$ cat src/rtl/core/pks_pkg.sv
`timescale 1ns / 1ps

package pks_pkg;

	localparam int DIGIT_W_DEF = 4;

	localparam int POS_W  = 32;
	localparam int QUAT_W = 16;
	localparam int DIST_W = 32;
	localparam int TAN_W  = 18;
	localparam int COS_W  = 16;
	localparam int CNT_W  = 32;
	localparam int IDX_W  = 3;
	localparam int DATA_W = 32;

	localparam logic [TAN_W-1:0]  TAN_RST  = TAN_W'(2288);
	localparam logic [COS_W-1:0]  COS_RST  = COS_W'(32737);
	localparam logic [DIST_W-1:0] DMIN_RST = DIST_W'(32768);
	localparam logic [DIST_W-1:0] DMAX_RST = DIST_W'(6553600);
	localparam logic [DIST_W-1:0] DDEF_RST = DIST_W'(327680);

	typedef enum logic [IDX_W-1:0] {
		REG_TAN  = 3'd0,
		REG_COS  = 3'd1,
		REG_DMIN = 3'd2,
		REG_DMAX = 3'd3,
		REG_DDEF = 3'd4
	} reg_idx_t;

	typedef enum logic [2:0] {
		U_IDLE = 3'b001,
		U_RUN  = 3'b010,
		U_ADD  = 3'b100
	} unit_state_t;

	typedef enum logic [3:0] {
		S_IDLE  = 4'b0001,
		S_START = 4'b0010,
		S_WAIT  = 4'b0100,
		S_FIN   = 4'b1000
	} sel_state_t;

	typedef enum logic [1:0] {
		K_RESTART = 2'd0,
		K_FIRST   = 2'd1,
		K_TEST    = 2'd2
	} req_kind_t;

endpackage

$ cat src/rtl/core/pks_dsmac.sv
`timescale 1ns / 1ps

module pks_dsmac import pks_pkg::*; #(
	parameter int AW      = 16,
	parameter int BW      = 16,
	parameter int N       = 1,
	parameter int SW      = 32,
	parameter int DIGIT_W = DIGIT_W_DEF
) (
	input  logic                 clk,
	input  logic                 arst_n,
	input  logic                 start,
	input  logic [N-1:0][AW-1:0] a_in,
	input  logic [N-1:0][BW-1:0] b_in,
	input  logic [N-1:0]         neg_in,
	output logic                 done,
	output logic [SW-1:0]        acc
);

	localparam int ND = (BW + DIGIT_W - 1) / DIGIT_W;
	localparam int LW = ND * DIGIT_W;
	localparam int CW = $clog2(ND + 1);
	localparam int TW = $clog2(N + 1);
	localparam int XW = AW + DIGIT_W;

	unit_state_t           ust_q;
	logic [N-1:0][AW-1:0]  a_q;
	logic [N-1:0][LW-1:0]  b_q;
	logic [N-1:0]          neg_q;
	logic [AW-1:0]         hi_q;
	logic [LW-1:0]         lo_q;
	logic [CW-1:0]         dig_q;
	logic [TW-1:0]         left_q;
	logic [SW-1:0]         acc_q;
	logic                  done_q;

	logic [DIGIT_W-1:0]    digit;
	logic [XW-1:0]         pp;
	logic [XW-1:0]         sum;
	logic [AW+LW-1:0]      prod;

	assign digit = b_q[0][DIGIT_W-1:0];
	assign pp    = XW'(a_q[0]) * XW'(digit);
	assign sum   = XW'(hi_q) + pp;
	assign prod  = {hi_q, lo_q};

	always_ff @(posedge clk or negedge arst_n) begin
		if (!arst_n) begin
			ust_q  <= U_IDLE;
			done_q <= 1'b0;
		end else begin
			done_q <= (ust_q == U_ADD) && (left_q == TW'(1));
			unique case (ust_q)
				U_IDLE: begin
					if (start) begin
						ust_q <= U_RUN;
					end
				end
				U_RUN: begin
					if (dig_q == CW'(ND - 1)) begin
						ust_q <= U_ADD;
					end
				end
				U_ADD: begin
					if (left_q == TW'(1)) begin
						ust_q <= U_IDLE;
					end else begin
						ust_q <= U_RUN;
					end
				end
				default: ust_q <= U_IDLE;
			endcase
		end
	end

	always_ff @(posedge clk) begin
		unique case (ust_q)
			U_IDLE: begin
				if (start) begin
					for (int i = 0; i < N; i++) begin
						a_q[i] <= a_in[i];
						b_q[i] <= LW'(b_in[i]);
					end
					neg_q  <= neg_in;
					hi_q   <= '0;
					lo_q   <= '0;
					dig_q  <= '0;
					left_q <= TW'(N);
					acc_q  <= '0;
				end
			end
			U_RUN: begin
				hi_q    <= sum[XW-1:DIGIT_W];
				lo_q    <= {sum[DIGIT_W-1:0], lo_q[LW-1:DIGIT_W]};
				b_q[0]  <= b_q[0] >> DIGIT_W;
				dig_q   <= dig_q + CW'(1);
			end
			U_ADD: begin
				acc_q  <= neg_q[0] ? acc_q - SW'(prod) : acc_q + SW'(prod);
				for (int i = 0; i < N - 1; i++) begin
					a_q[i]   <= a_q[i+1];
					b_q[i]   <= b_q[i+1];
					neg_q[i] <= neg_q[i+1];
				end
				hi_q   <= '0;
				lo_q   <= '0;
				dig_q  <= '0;
				left_q <= left_q - TW'(1);
			end
			default: ;
		endcase
	end

	assign done = done_q;
	assign acc  = acc_q;

endmodule

$ cat src/rtl/core/pose_keyframe_selector_top.sv
`timescale 1ns / 1ps

// channel  direction  handshake              payload
// in       input      in_valid / in_ready    op, pos_x/y/z, quat_w/x/y/z, scene_distance
// out      output     out_valid / out_ready  accepted, rejected_count
// cfg      input      cfg_valid / cfg_ready  cfg_index, cfg_data
//
// a pose test is paced by the squared distance unit, which runs three 33-bit products
// one digit a cycle; restart requests and the first pose after restart go from idle
// straight to the finish state, bypassing the product units
// async reset loads the register defaults and an empty reference, no clearing pass
// one request in flight; the next is taken once the result sits in the output register
// cfg_ready is always high

module pose_keyframe_selector_top import pks_pkg::*; #(
	parameter int DIGIT_W = DIGIT_W_DEF
) (
	input  logic                     clk,
	input  logic                     arst_n,
	input  logic                     in_valid,
	output logic                     in_ready,
	input  logic                     op,
	input  logic signed [POS_W-1:0]  pos_x,
	input  logic signed [POS_W-1:0]  pos_y,
	input  logic signed [POS_W-1:0]  pos_z,
	input  logic signed [QUAT_W-1:0] quat_w,
	input  logic signed [QUAT_W-1:0] quat_x,
	input  logic signed [QUAT_W-1:0] quat_y,
	input  logic signed [QUAT_W-1:0] quat_z,
	input  logic [DIST_W-1:0]        scene_distance,
	output logic                     out_valid,
	input  logic                     out_ready,
	output logic                     accepted,
	output logic [CNT_W-1:0]         rejected_count,
	input  logic                     cfg_valid,
	output logic                     cfg_ready,
	input  logic [IDX_W-1:0]         cfg_index,
	input  logic [DATA_W-1:0]        cfg_data
);

	localparam int MW   = POS_W + 1;
	localparam int THW  = DIST_W + TAN_W;
	localparam int TH2W = 2 * THW;
	localparam int D2W  = 2 * MW + 3;
	localparam int DOTW = 2 * QUAT_W + 3;
	localparam int CMPW = D2W + POS_W;

	logic [TAN_W-1:0]  tan_q;
	logic [COS_W-1:0]  cos_q;
	logic [DIST_W-1:0] dmin_q;
	logic [DIST_W-1:0] dmax_q;
	logic [DIST_W-1:0] ddef_q;

	sel_state_t        st_q;
	req_kind_t         kind_q;
	logic [2:0]        fin_q;
	logic [2:0][POS_W-1:0]  pos_q;
	logic [3:0][QUAT_W-1:0] quat_q;
	logic [2:0][POS_W-1:0]  rpos_q;
	logic [3:0][QUAT_W-1:0] rquat_q;
	logic              have_ref_q;
	logic [DIST_W-1:0] cur_dist_q;
	logic [CNT_W-1:0]  reject_q;
	logic              out_valid_q;
	logic              accepted_q;
	logic [CNT_W-1:0]  count_q;

	logic              in_take;
	logic [DIST_W-1:0] dist_lo;
	logic [DIST_W-1:0] dist_cl;
	logic [2:0][MW-1:0]     mag;
	logic [2:0]             mneg;
	logic [3:0][QUAT_W-1:0] qa;
	logic [3:0][QUAT_W-1:0] qb;
	logic [3:0]             qneg;
	logic              go;
	logic              thr_done;
	logic              th2_done;
	logic              d2_done;
	logic              dot_done;
	logic [THW-1:0]    thr;
	logic [TH2W-1:0]   thr2;
	logic [D2W-1:0]    d2;
	logic [DOTW-1:0]   dot;
	logic [DOTW-1:0]   adot;
	logic [DOTW-1:0]   adot_cl;
	logic              moved;
	logic              turned;
	logic              take_pose;
	logic              out_free;
	logic [CNT_W-1:0]  reject_nx;

	assign cfg_ready = 1'b1;
	assign in_ready  = (st_q == S_IDLE);
	assign in_take   = in_valid && in_ready;
	assign out_free  = !out_valid_q || out_ready;

	assign dist_lo = (scene_distance < dmin_q) ? dmin_q : scene_distance;
	assign dist_cl = (dist_lo > dmax_q) ? dmax_q : dist_lo;

	always_comb begin
		logic [MW-1:0] diff;
		for (int i = 0; i < 3; i++) begin
			diff    = {pos_q[i][POS_W-1], pos_q[i]} - {rpos_q[i][POS_W-1], rpos_q[i]};
			mneg[i] = diff[MW-1];
			mag[i]  = mneg[i] ? -diff : diff;
		end
		for (int i = 0; i < 4; i++) begin
			qa[i]   = quat_q[i][QUAT_W-1] ? -quat_q[i] : quat_q[i];
			qb[i]   = rquat_q[i][QUAT_W-1] ? -rquat_q[i] : rquat_q[i];
			qneg[i] = quat_q[i][QUAT_W-1] ^ rquat_q[i][QUAT_W-1];
		end
	end

	assign go = (st_q == S_START);

	pks_dsmac #(
		.AW(DIST_W), .BW(TAN_W), .N(1), .SW(THW), .DIGIT_W(DIGIT_W)
	) u_thr (
		.clk(clk), .arst_n(arst_n), .start(go),
		.a_in(cur_dist_q), .b_in(tan_q), .neg_in(1'b0),
		.done(thr_done), .acc(thr)
	);

	pks_dsmac #(
		.AW(THW), .BW(THW), .N(1), .SW(TH2W), .DIGIT_W(DIGIT_W)
	) u_thr2 (
		.clk(clk), .arst_n(arst_n), .start(thr_done),
		.a_in(thr), .b_in(thr), .neg_in(1'b0),
		.done(th2_done), .acc(thr2)
	);

	pks_dsmac #(
		.AW(MW), .BW(MW), .N(3), .SW(D2W), .DIGIT_W(DIGIT_W)
	) u_d2 (
		.clk(clk), .arst_n(arst_n), .start(go),
		.a_in(mag), .b_in(mag), .neg_in(3'b000),
		.done(d2_done), .acc(d2)
	);

	pks_dsmac #(
		.AW(QUAT_W), .BW(QUAT_W), .N(4), .SW(DOTW), .DIGIT_W(DIGIT_W)
	) u_dot (
		.clk(clk), .arst_n(arst_n), .start(go),
		.a_in(qa), .b_in(qb), .neg_in(qneg),
		.done(dot_done), .acc(dot)
	);

	// squared offset moved up by 32 fraction bits against the squared threshold
	assign moved   = {d2, {POS_W{1'b0}}} >= CMPW'(thr2);
	assign adot    = dot[DOTW-1] ? -dot : dot;
	assign adot_cl = (adot > (DOTW'(1) << 30)) ? (DOTW'(1) << 30) : adot;
	assign turned  = adot_cl <= DOTW'({cos_q, 15'b0});

	always_comb begin
		case (kind_q)
			K_FIRST: take_pose = 1'b1;
			K_TEST:  take_pose = moved || turned;
			default: take_pose = 1'b0;
		endcase
	end

	assign reject_nx = (reject_q == '1) ? reject_q : reject_q + CNT_W'(1);

	always_ff @(posedge clk or negedge arst_n) begin
		if (!arst_n) begin
			tan_q  <= TAN_RST;
			cos_q  <= COS_RST;
			dmin_q <= DMIN_RST;
			dmax_q <= DMAX_RST;
			ddef_q <= DDEF_RST;
		end else if (cfg_valid) begin
			unique case (cfg_index)
				REG_TAN:  tan_q  <= cfg_data[TAN_W-1:0];
				REG_COS:  cos_q  <= cfg_data[COS_W-1:0];
				REG_DMIN: dmin_q <= cfg_data;
				REG_DMAX: dmax_q <= cfg_data;
				REG_DDEF: ddef_q <= cfg_data;
				default: ;
			endcase
		end
	end

	always_ff @(posedge clk or negedge arst_n) begin
		if (!arst_n) begin
			st_q        <= S_IDLE;
			kind_q      <= K_RESTART;
			fin_q       <= '0;
			have_ref_q  <= 1'b0;
			cur_dist_q  <= DDEF_RST;
			reject_q    <= '0;
			rpos_q      <= '0;
			rquat_q     <= '0;
			out_valid_q <= 1'b0;
		end else begin
			if (st_q == S_FIN && out_free) begin
				out_valid_q <= 1'b1;
			end else if (out_ready) begin
				out_valid_q <= 1'b0;
			end
			unique case (st_q)
				S_IDLE: begin
					if (in_take) begin
						if (op) begin
							kind_q     <= K_RESTART;
							have_ref_q <= 1'b0;
							cur_dist_q <= ddef_q;
							reject_q   <= '0;
							rpos_q     <= '0;
							rquat_q    <= '0;
							st_q       <= S_FIN;
						end else begin
							if (scene_distance != '0) begin
								cur_dist_q <= dist_cl;
							end
							if (have_ref_q) begin
								kind_q <= K_TEST;
								st_q   <= S_START;
							end else begin
								kind_q <= K_FIRST;
								st_q   <= S_FIN;
							end
						end
					end
				end
				S_START: begin
					fin_q <= '0;
					st_q  <= S_WAIT;
				end
				S_WAIT: begin
					fin_q <= fin_q | {th2_done, d2_done, dot_done};
					if (fin_q == 3'b111) begin
						st_q <= S_FIN;
					end
				end
				S_FIN: begin
					if (out_free) begin
						st_q <= S_IDLE;
						if (kind_q != K_RESTART) begin
							if (take_pose) begin
								rpos_q     <= pos_q;
								rquat_q    <= quat_q;
								have_ref_q <= 1'b1;
							end else begin
								reject_q <= reject_nx;
							end
						end
					end
				end
				default: st_q <= S_IDLE;
			endcase
		end
	end

	always_ff @(posedge clk) begin
		if (in_take) begin
			pos_q  <= {pos_z, pos_y, pos_x};
			quat_q <= {quat_z, quat_y, quat_x, quat_w};
		end
		if (st_q == S_FIN && out_free) begin
			accepted_q <= take_pose;
			if (kind_q == K_RESTART || take_pose) begin
				count_q <= reject_q;
			end else begin
				count_q <= reject_nx;
			end
		end
	end

	assign out_valid      = out_valid_q;
	assign accepted       = accepted_q;
	assign rejected_count = count_q;

endmodule
$ cat config.mk
export PLATFORM = sky130hd
export DESIGN_NAME = pose_keyframe_selector_top
export DESIGN_NICKNAME = d
export VERILOG_FILES = /design/src/rtl/core/pks_pkg.sv /design/src/rtl/core/pks_dsmac.sv /design/src/rtl/core/pose_keyframe_selector_top.sv
export SDC_FILE = /design/constraint.sdc
export NUM_CORES = 2
export LEC_CHECK = 0
export BUFFER_PORTS_ARGS = -buffer_cell sky130_fd_sc_hd__clkbuf_2
export CAP_MARGIN = 25
export CORE_ASPECT_RATIO = 0.8
export CORE_MARGIN = 3
export CORE_UTILIZATION = 45
export CTS_CLUSTER_SIZE = 8
export DETAILED_ROUTE_END_ITERATION = 8
export PLACE_DENSITY = 0.61
export RECOVER_POWER = 25
export SYNTH_ARGS = -nofsm -noshare
export SYNTH_HDL_FRONTEND = slang
export SYNTH_SLANG_ARGS = --single-unit
$ cat constraint.sdc
create_clock -name clk -period 14.7 [get_ports clk]
set_input_delay 1.47 -clock clk [delete_from_list [all_inputs] [get_ports clk]]
set_output_delay 1.47 -clock clk [all_outputs]
set_load 0.01 [all_outputs]
======== Word-level counts from Yosys, hierarchy flattened ========
Cells that the tools add are included.
word-level totals
  output and inout bits ................... 36
  logic and storage cells ................. 354
  bits of input ports ..................... 233
  register bits after elaboration ......... 1563
operators by class
  add/subtract/negate cells ............... 34
  multipliers ............................. 4
  equal/unequal tests ..................... 45
  bitwise logic cells ..................... 5
  multiplexer cells ....................... 127
  $lt $le $gt $ge ......................... 5
  reductions and logical operators ........ 56
operators by type and width
  operator           count
  $mux 96            5
  $mux 32            12
  $mux 64            5
  $pmux 36 s3        2
  $pmux 100 s2       1
  $pmux 96 s2        1
  $pmux 52 s3        1
  $pmux 50 s3        1
  $pmux 16 s3        3
  $mux 35            4
  $mux 69            2
  $pmux 69 s2        1
  $mux 33            4
  $pmux 66 s2        1
  $neg 16->16        8
  $pmux 32 s2        2
  $pmux 64 s2        1
  $mux 16            7
  $mux 52            2
  $pmux 52 s2        1
  $ge 101x100->1     1
  $add 100x100->100  1
  $mux 100           1
  $mux 50            2
  other kinds (75)   207

======== Depth between registers and ports, before layout ========
  depth after elaboration ................. 11
  mapped depth ............................ 29
  depth with buffers taken out ............ 27

======== By module ========
A second synthesis with hierarchy kept.
unflattened totals
  cells, all modules ...................... 12192
  area, all modules ....................... 115761.0 um^2
modules (own cells, without submodules)
  module                      cells an instance  area an instance (um^2)  times used  sequential area each (um^2)
  pose_keyframe_selector_top  3724               36027.1                  1           14960.6
  pks_dsmac (u_thr2)          3139               28109.5                  1           9350.2
  pks_dsmac (u_d2)            2424               23745.3                  1           10461.3
  pks_dsmac (u_thr)           1622               14955.6                  1           4815.9
  pks_dsmac (u_dot)           1283               12923.6                  1           6257.3

======== Least setup slack after synthesis ========
Ideal clock, no wire load.
  path type ............................... register to register
  start point ............................. register st_q[3]
  end point ............................... register u_d2.b_q[0] in the netlist's numbering (enable)
  setup slack ............................. 4242 ps
  required time ........................... 14280 ps
  period minus slack after synthesis ...... 10458 ps
  library setup time ...................... 420 ps
  stages on the path, launching flop included .. 7
  data arrival time ....................... 10038 ps
  path buffers ............................ 1
  path through ............................ dfrtp_1 or4b_2 clkbuf_1 nor2_1 nand2_1 a21oi_1 or2_2
between the ends
  cells in the longest elaborated chain, start to end .. 3
ends and longest elaborated chain
  item                           RTL line                           RTL
  start, declared                pose_keyframe_selector_top.sv:54   sel_state_t st_q;
  start signal, assigned         pose_keyframe_selector_top.sv:186  st_q <= S_IDLE;
  start signal, assigned         pose_keyframe_selector_top.sv:211  st_q <= S_FIN;
  start signal, assigned         pose_keyframe_selector_top.sv:218  st_q <= S_START;
  $eq 4x2->1                     pose_keyframe_selector_top.sv:115  assign go = (st_q == S_START);
  $ne 2x2->1 (no line)           --
  $reduce_and 2->1 (no line)     --
  end signal, assigned by index  pks_dsmac.sv:82                    b_q[i] <= LW'(b_in[i]);
  end signal, assigned by index  pks_dsmac.sv:102                   b_q[i] <= b_q[i+1];
  end, declared                  pks_dsmac.sv:28                    logic [N-1:0][LW-1:0] b_q;
Every way passes these cells.
A chain may end at the register's enable or synchronous reset.

==> insert_results.sql <==
INSERT INTO impl_metrics (metric_group, metric, value, unit) VALUES
('floorplan', 'io-pin-count', '269', ''),
('floorplan', 'core_area', '0.230', 'mm2'),
('cts', 'deepest_level_of_the_cts_h_tree', '4', ''),
('yosys', 'async_flop_share', '25.1', '%'),
('route', 'drtPass1Iterations', '8', ''),
('sta', 'clock_skew', '0.116', 'ns'),
('yosys', 'number_of_flops_mapped_to_enable_cells_by_yosys', '1137', ''),
('grt', 'grt_remaining_overflow', '0', ''),
('route', 'route.detailed.wl_per_inst', '19.8', 'um'),
('route', 'drtIter0Drc', '7446', ''),
('final_layout', 'postLayoutCoreUtil', '50.1', '%'),
('placed_design', 'place.gp.congestion', '0.914', ''),
('power_and_ir_drop', 'pwr_density_cell', '118', 'mW/mm2'),
('yosys', 'synthesis.area_per_instance', '10.0', 'um2'),
('sta', 'fmaxAchievable', '127', 'MHz'),
('cts', 'cts-buffers-inserted', '220', ''),
('cts', 'cts-root-to-sink-buffers', '4', ''),
('cts', 'post_cts.repair.setup_buffers', '0', ''),
('yosys', 'syn-num-nets', '11700', ''),
('cts', 'worst_setup_hold_path_clk_slew', '0.05', 'ns'),
('grt', 'grt_pass1_vias', '76300', ''),
('sta', 'final_min_period_over_clock_period', '53.5', '%'),
('job', 'drv_cap', '14', ''),
('floorplan', 'start_util', '45.4', '%'),
('worst_setup_path', 'path_class', 'in -> async', ''),
('floorplan', 'die-area', '0.238', 'mm2'),
('placed_design', 'post_dp_cell_area', '0.109', 'mm2'),
('cts', 'post_cts_resized', '0', ''),
('final_layout', 'most_common_cell_after_layout_fill_and_taps_aside', 'nand2_1', ''),
('power_and_ir_drop', 'static-leakage-power', '0.0471', 'uW'),
('placed_design', 'port_buffers', '267', ''),
('worst_setup_path', 'setup.worst_path.end_class', 'asynchronous set/reset pin', ''),
('worst_setup_path', 'worstSetupStartpointType', 'input port', ''),
('placed_design', 'dp_hpwl', '204000', 'um'),
('final_layout', 'drive_above_1_share', '7.40', '%'),
('sta', 'timing.final.setup_violations', '0', ''),
('final_layout', 'mostFrequentLayoutCells', 'nand2_1, edfxtp_1, nor2_1', ''),
('sta', 'final_hold_viols', '0', ''),
('route', 'drtAntennaViolNets', '0', ''),
('grt', 'wire_length_of_the_first_global_routing_pass', '434000', 'um'),
('final_layout', 'design.final.nets', '11900', ''),
('yosys', 'post_synth_num_cell_types', '107', ''),
('sta', 'slew_headroom', '-207', '%'),
('final_layout', 'area.sequential', '0.0437', 'mm2'),
('outcome', 'outcome', 'complete, but fails checks', ''),
('cts', 'clock_tree.root_cell', 'clkbuf_16', ''),
('sta', 'worstMarginPinSlew', '4.61', 'ns'),
('yosys', 'synth_seq_cells', '1518', ''),
('yosys', 'synth_warnings', '0', ''),
('worst_setup_path', 'timing.critical_path.fanout_max', '72', ''),
('yosys', 'post_synth_instance_area', '0.104', 'mm2'),
('sta', 'grt_setup_unrepaired', 'false', ''),
('floorplan', 'die_h', '437', 'um'),
('power_and_ir_drop', 'irDropWorstVdd', '133', 'uV'),
('final_layout', 'area_growth', '10.2', '%'),
('cts', 'post_cts_hold_buffer_count', '0', ''),
('floorplan', 'rows', '157', ''),
('final_layout', 'stdcell_count', '13700', ''),
('route', 'route.detailed.drc', '0', ''),
('sta', 'timing_max_transition_violations_final', '637', ''),
('grt', 'grt_start_max_net_pins', '159', ''),
('sta', 'timing.setup.tns', '0', 'ns'),
('route', 'wirelength', '271000', 'um'),
('yosys', 'synth_flop_cell', 'edfxtp_1', ''),
('cts', 'clk_latency', '0.92', 'ns'),
('cts', 'tritoncts_clock_tree', 'built', ''),
('final_layout', 'final_design_area_no_fill', '0.115', 'mm2'),
('min_path', 'min-delay-path-class', 'reg -> reg', ''),
('route', 'detail_route.vias_per_cell', '5.70', ''),
('floorplan', 'chipWidth', '544', 'um'),
('worst_setup_path', 'endpoint_arrival_time_on_the_critical_path', '8.79', 'ns'),
('placed_design', 'place_inst', '13300', ''),
('final_layout', 'multi_input_area', '0.0562', 'mm2'),
('grt', 'grt_usage', '22.6', '%'),
('route', 'num_vias', '78300', ''),
('yosys', 'yosysSeqAreaShare', '41.9', '%'),
('outcome', 'violations_in_the_final_reports', 'max-capacitance violations, max-slew violations', ''),
('yosys', 'post_synth_inst_count', '10400', ''),
('grt', 'grt_antenna_before_repair', '7', ''),
('worst_setup_path', 'required_arrival_time_at_the_worst_endpoint', '15.62', 'ns'),
('cts', 'cts_num_sinks', '1518', ''),
('final_layout', 'number_of_inserted_filler_cells_in_the_final_layout', '20900', ''),
('power_and_ir_drop', 'design_power_total', '13600', 'uW'),
('worst_setup_path', 'worst-r2r-setup-slack', '6.84', 'ns'),
('sta', 'period_needed', '7.87', 'ns');
## cell usage after synthesis, types with 16 or more instances
| cell type | count | share of area [%] |
|---|---|---|
| nand2_1 | 1200 | 4.3 |
| edfxtp_1 | 1137 | 33 |
| nor2_1 | 780 | 2.8 |
| inv_1 | 776 | 2.8 |
| ha_1 | 702 | 8.4 |
| a21oi_1 | 592 | 2.8 |
| o21ai_0 | 517 | 2.5 |
| xnor2_1 | 413 | 3.5 |
| fa_1 | 380 | 7.3 |
| clkbuf_1 | 363 | 1.3 |
| dfrtp_1 | 352 | 8.4 |
| xor2_1 | 337 | 2.8 |
| a21o_1 | 317 | 2.3 |
| and2_1 | 227 | 1.4 |
| and3_1 | 187 | 1.1 |
| a22o_1 | 168 | 1.4 |
| nor3_1 | 151 | 0.72 |
| nand3_1 | 143 | 0.69 |
| nand4_1 | 113 | 0.68 |
| o21bai_1 | 95 | 0.68 |
| nand2b_1 | 94 | 0.56 |
| mux2_2 | 90 | 0.97 |
| o21a_1 | 81 | 0.58 |
| or3_1 | 77 | 0.46 |
| a31oi_1 | 76 | 0.46 |
| nor2b_1 | 76 | 0.46 |
| a211oi_1 | 72 | 0.52 |
| nor4_1 | 70 | 0.42 |
| a22oi_1 | 68 | 0.49 |
| mux2i_1 | 63 | 0.60 |
| o31ai_1 | 56 | 0.40 |
| o221ai_1 | 43 | 0.36 |
| o211ai_1 | 41 | 0.30 |
| or2_2 | 41 | 0.25 |
| or4_1 | 39 | 0.28 |
| dfstp_2 | 29 | 0.73 |
| buf_2 | 25 | 0.12 |
| and4_1 | 24 | 0.20 |
| o41ai_1 | 23 | 0.19 |
| a41oi_1 | 21 | 0.18 |
| nor3b_1 | 20 | 0.14 |
| a2111oi_0 | 19 | 0.16 |
| a21boi_0 | 18 | 0.13 |
| nand3b_1 | 16 | 0.12 |
## metrics by stage
stage               setup WS (ns)  hold WS, ns
finish                       6.83        0.462
global route                 5.55        0.477
CTS                          6.94        0.468
detailed placement           6.89        0.454
global placement             6.69        0.440
floorplan                    4.24        0.425
## cell families (layout without fill, tap and decap cells)
group,Yosys count,after routing,share of synthesized area (%)
XOR/XNOR,751,751,6.32
multiplexers,153,153,1.58
adder cells (fa/ha/maj),1082,1082,15.7
buffers and inverters,1186,1494,4.37
flip-flops,1518,1518,41.9
AND/OR/NAND/NOR,3317,3317,15.1
other,1,2,0.00359
AO/OA/AOI/OAI,2380,2380,15.0
## report_power, final
group          internal (uW)  total [uW]  switching, uW  leakage, uW
clock network           2780        4700           1920      0.00297
logic                   1310        3430           2120       0.0289
registers               5150        5490            336       0.0153
## path summary, 6_finish.rpt
path / startpoint / to / depth (start not counted)
max: arst_n / dmin_q[28] / 4
min: cur_dist_q[24] / u_thr.a_q[24] / 0
max reg2reg: u_dot.acc[1] / rpos_q[8] / 25
min reg2reg: cur_dist_q[24] / u_thr.a_q[24] / 0
max in group clk: u_dot.acc[1] / rpos_q[8] / 25
min in group asynchronous: arst_n / rpos_q[2] / 1
## state kept, by name (all words and copies together) (netlist names), 64 cells and up
name        count
u_d2.a_q       99
quat_q         64
rquat_q        64
u_dot.a_q      64
rpos_q         96
pos_q          96
u_thr2.acc    100
u_dot.b_q      64
u_d2.acc       69
## worst max-delay path, stage by stage
cell	delay, ns
clkbuf_1	3.17
clkbuf_1	2.77
buf_4	0.49
buf_4	0.69
## metal layers
| metal | up-vias | share of wire [%] | global-route usage (%) |
|---|---|---|---|
| met5 | - | 0.0081 | 0 |
| met4 | 4 | 2.4 | 5.50 |
| met3 | 367 | 6.6 | 3.37 |
| met2 | 2271 | 42 | 32.4 |
| met1 | 38300 | 49 | 35.5 |
| li1 | 37300 | - | - |
## area by class of cell
type	instances	area share (%)
Timing Repair Buffer	354	1.84
Clock inverter	15	0.188
Inverter	779	2.55
Multi-Input combinational cell	7684	48.9
Sequential cell	1518	38.0
Antenna cell	1	0.00218
Tap cell	3021	3.29
Clock buffer	346	5.23
(Power assumes the default switching activity.)
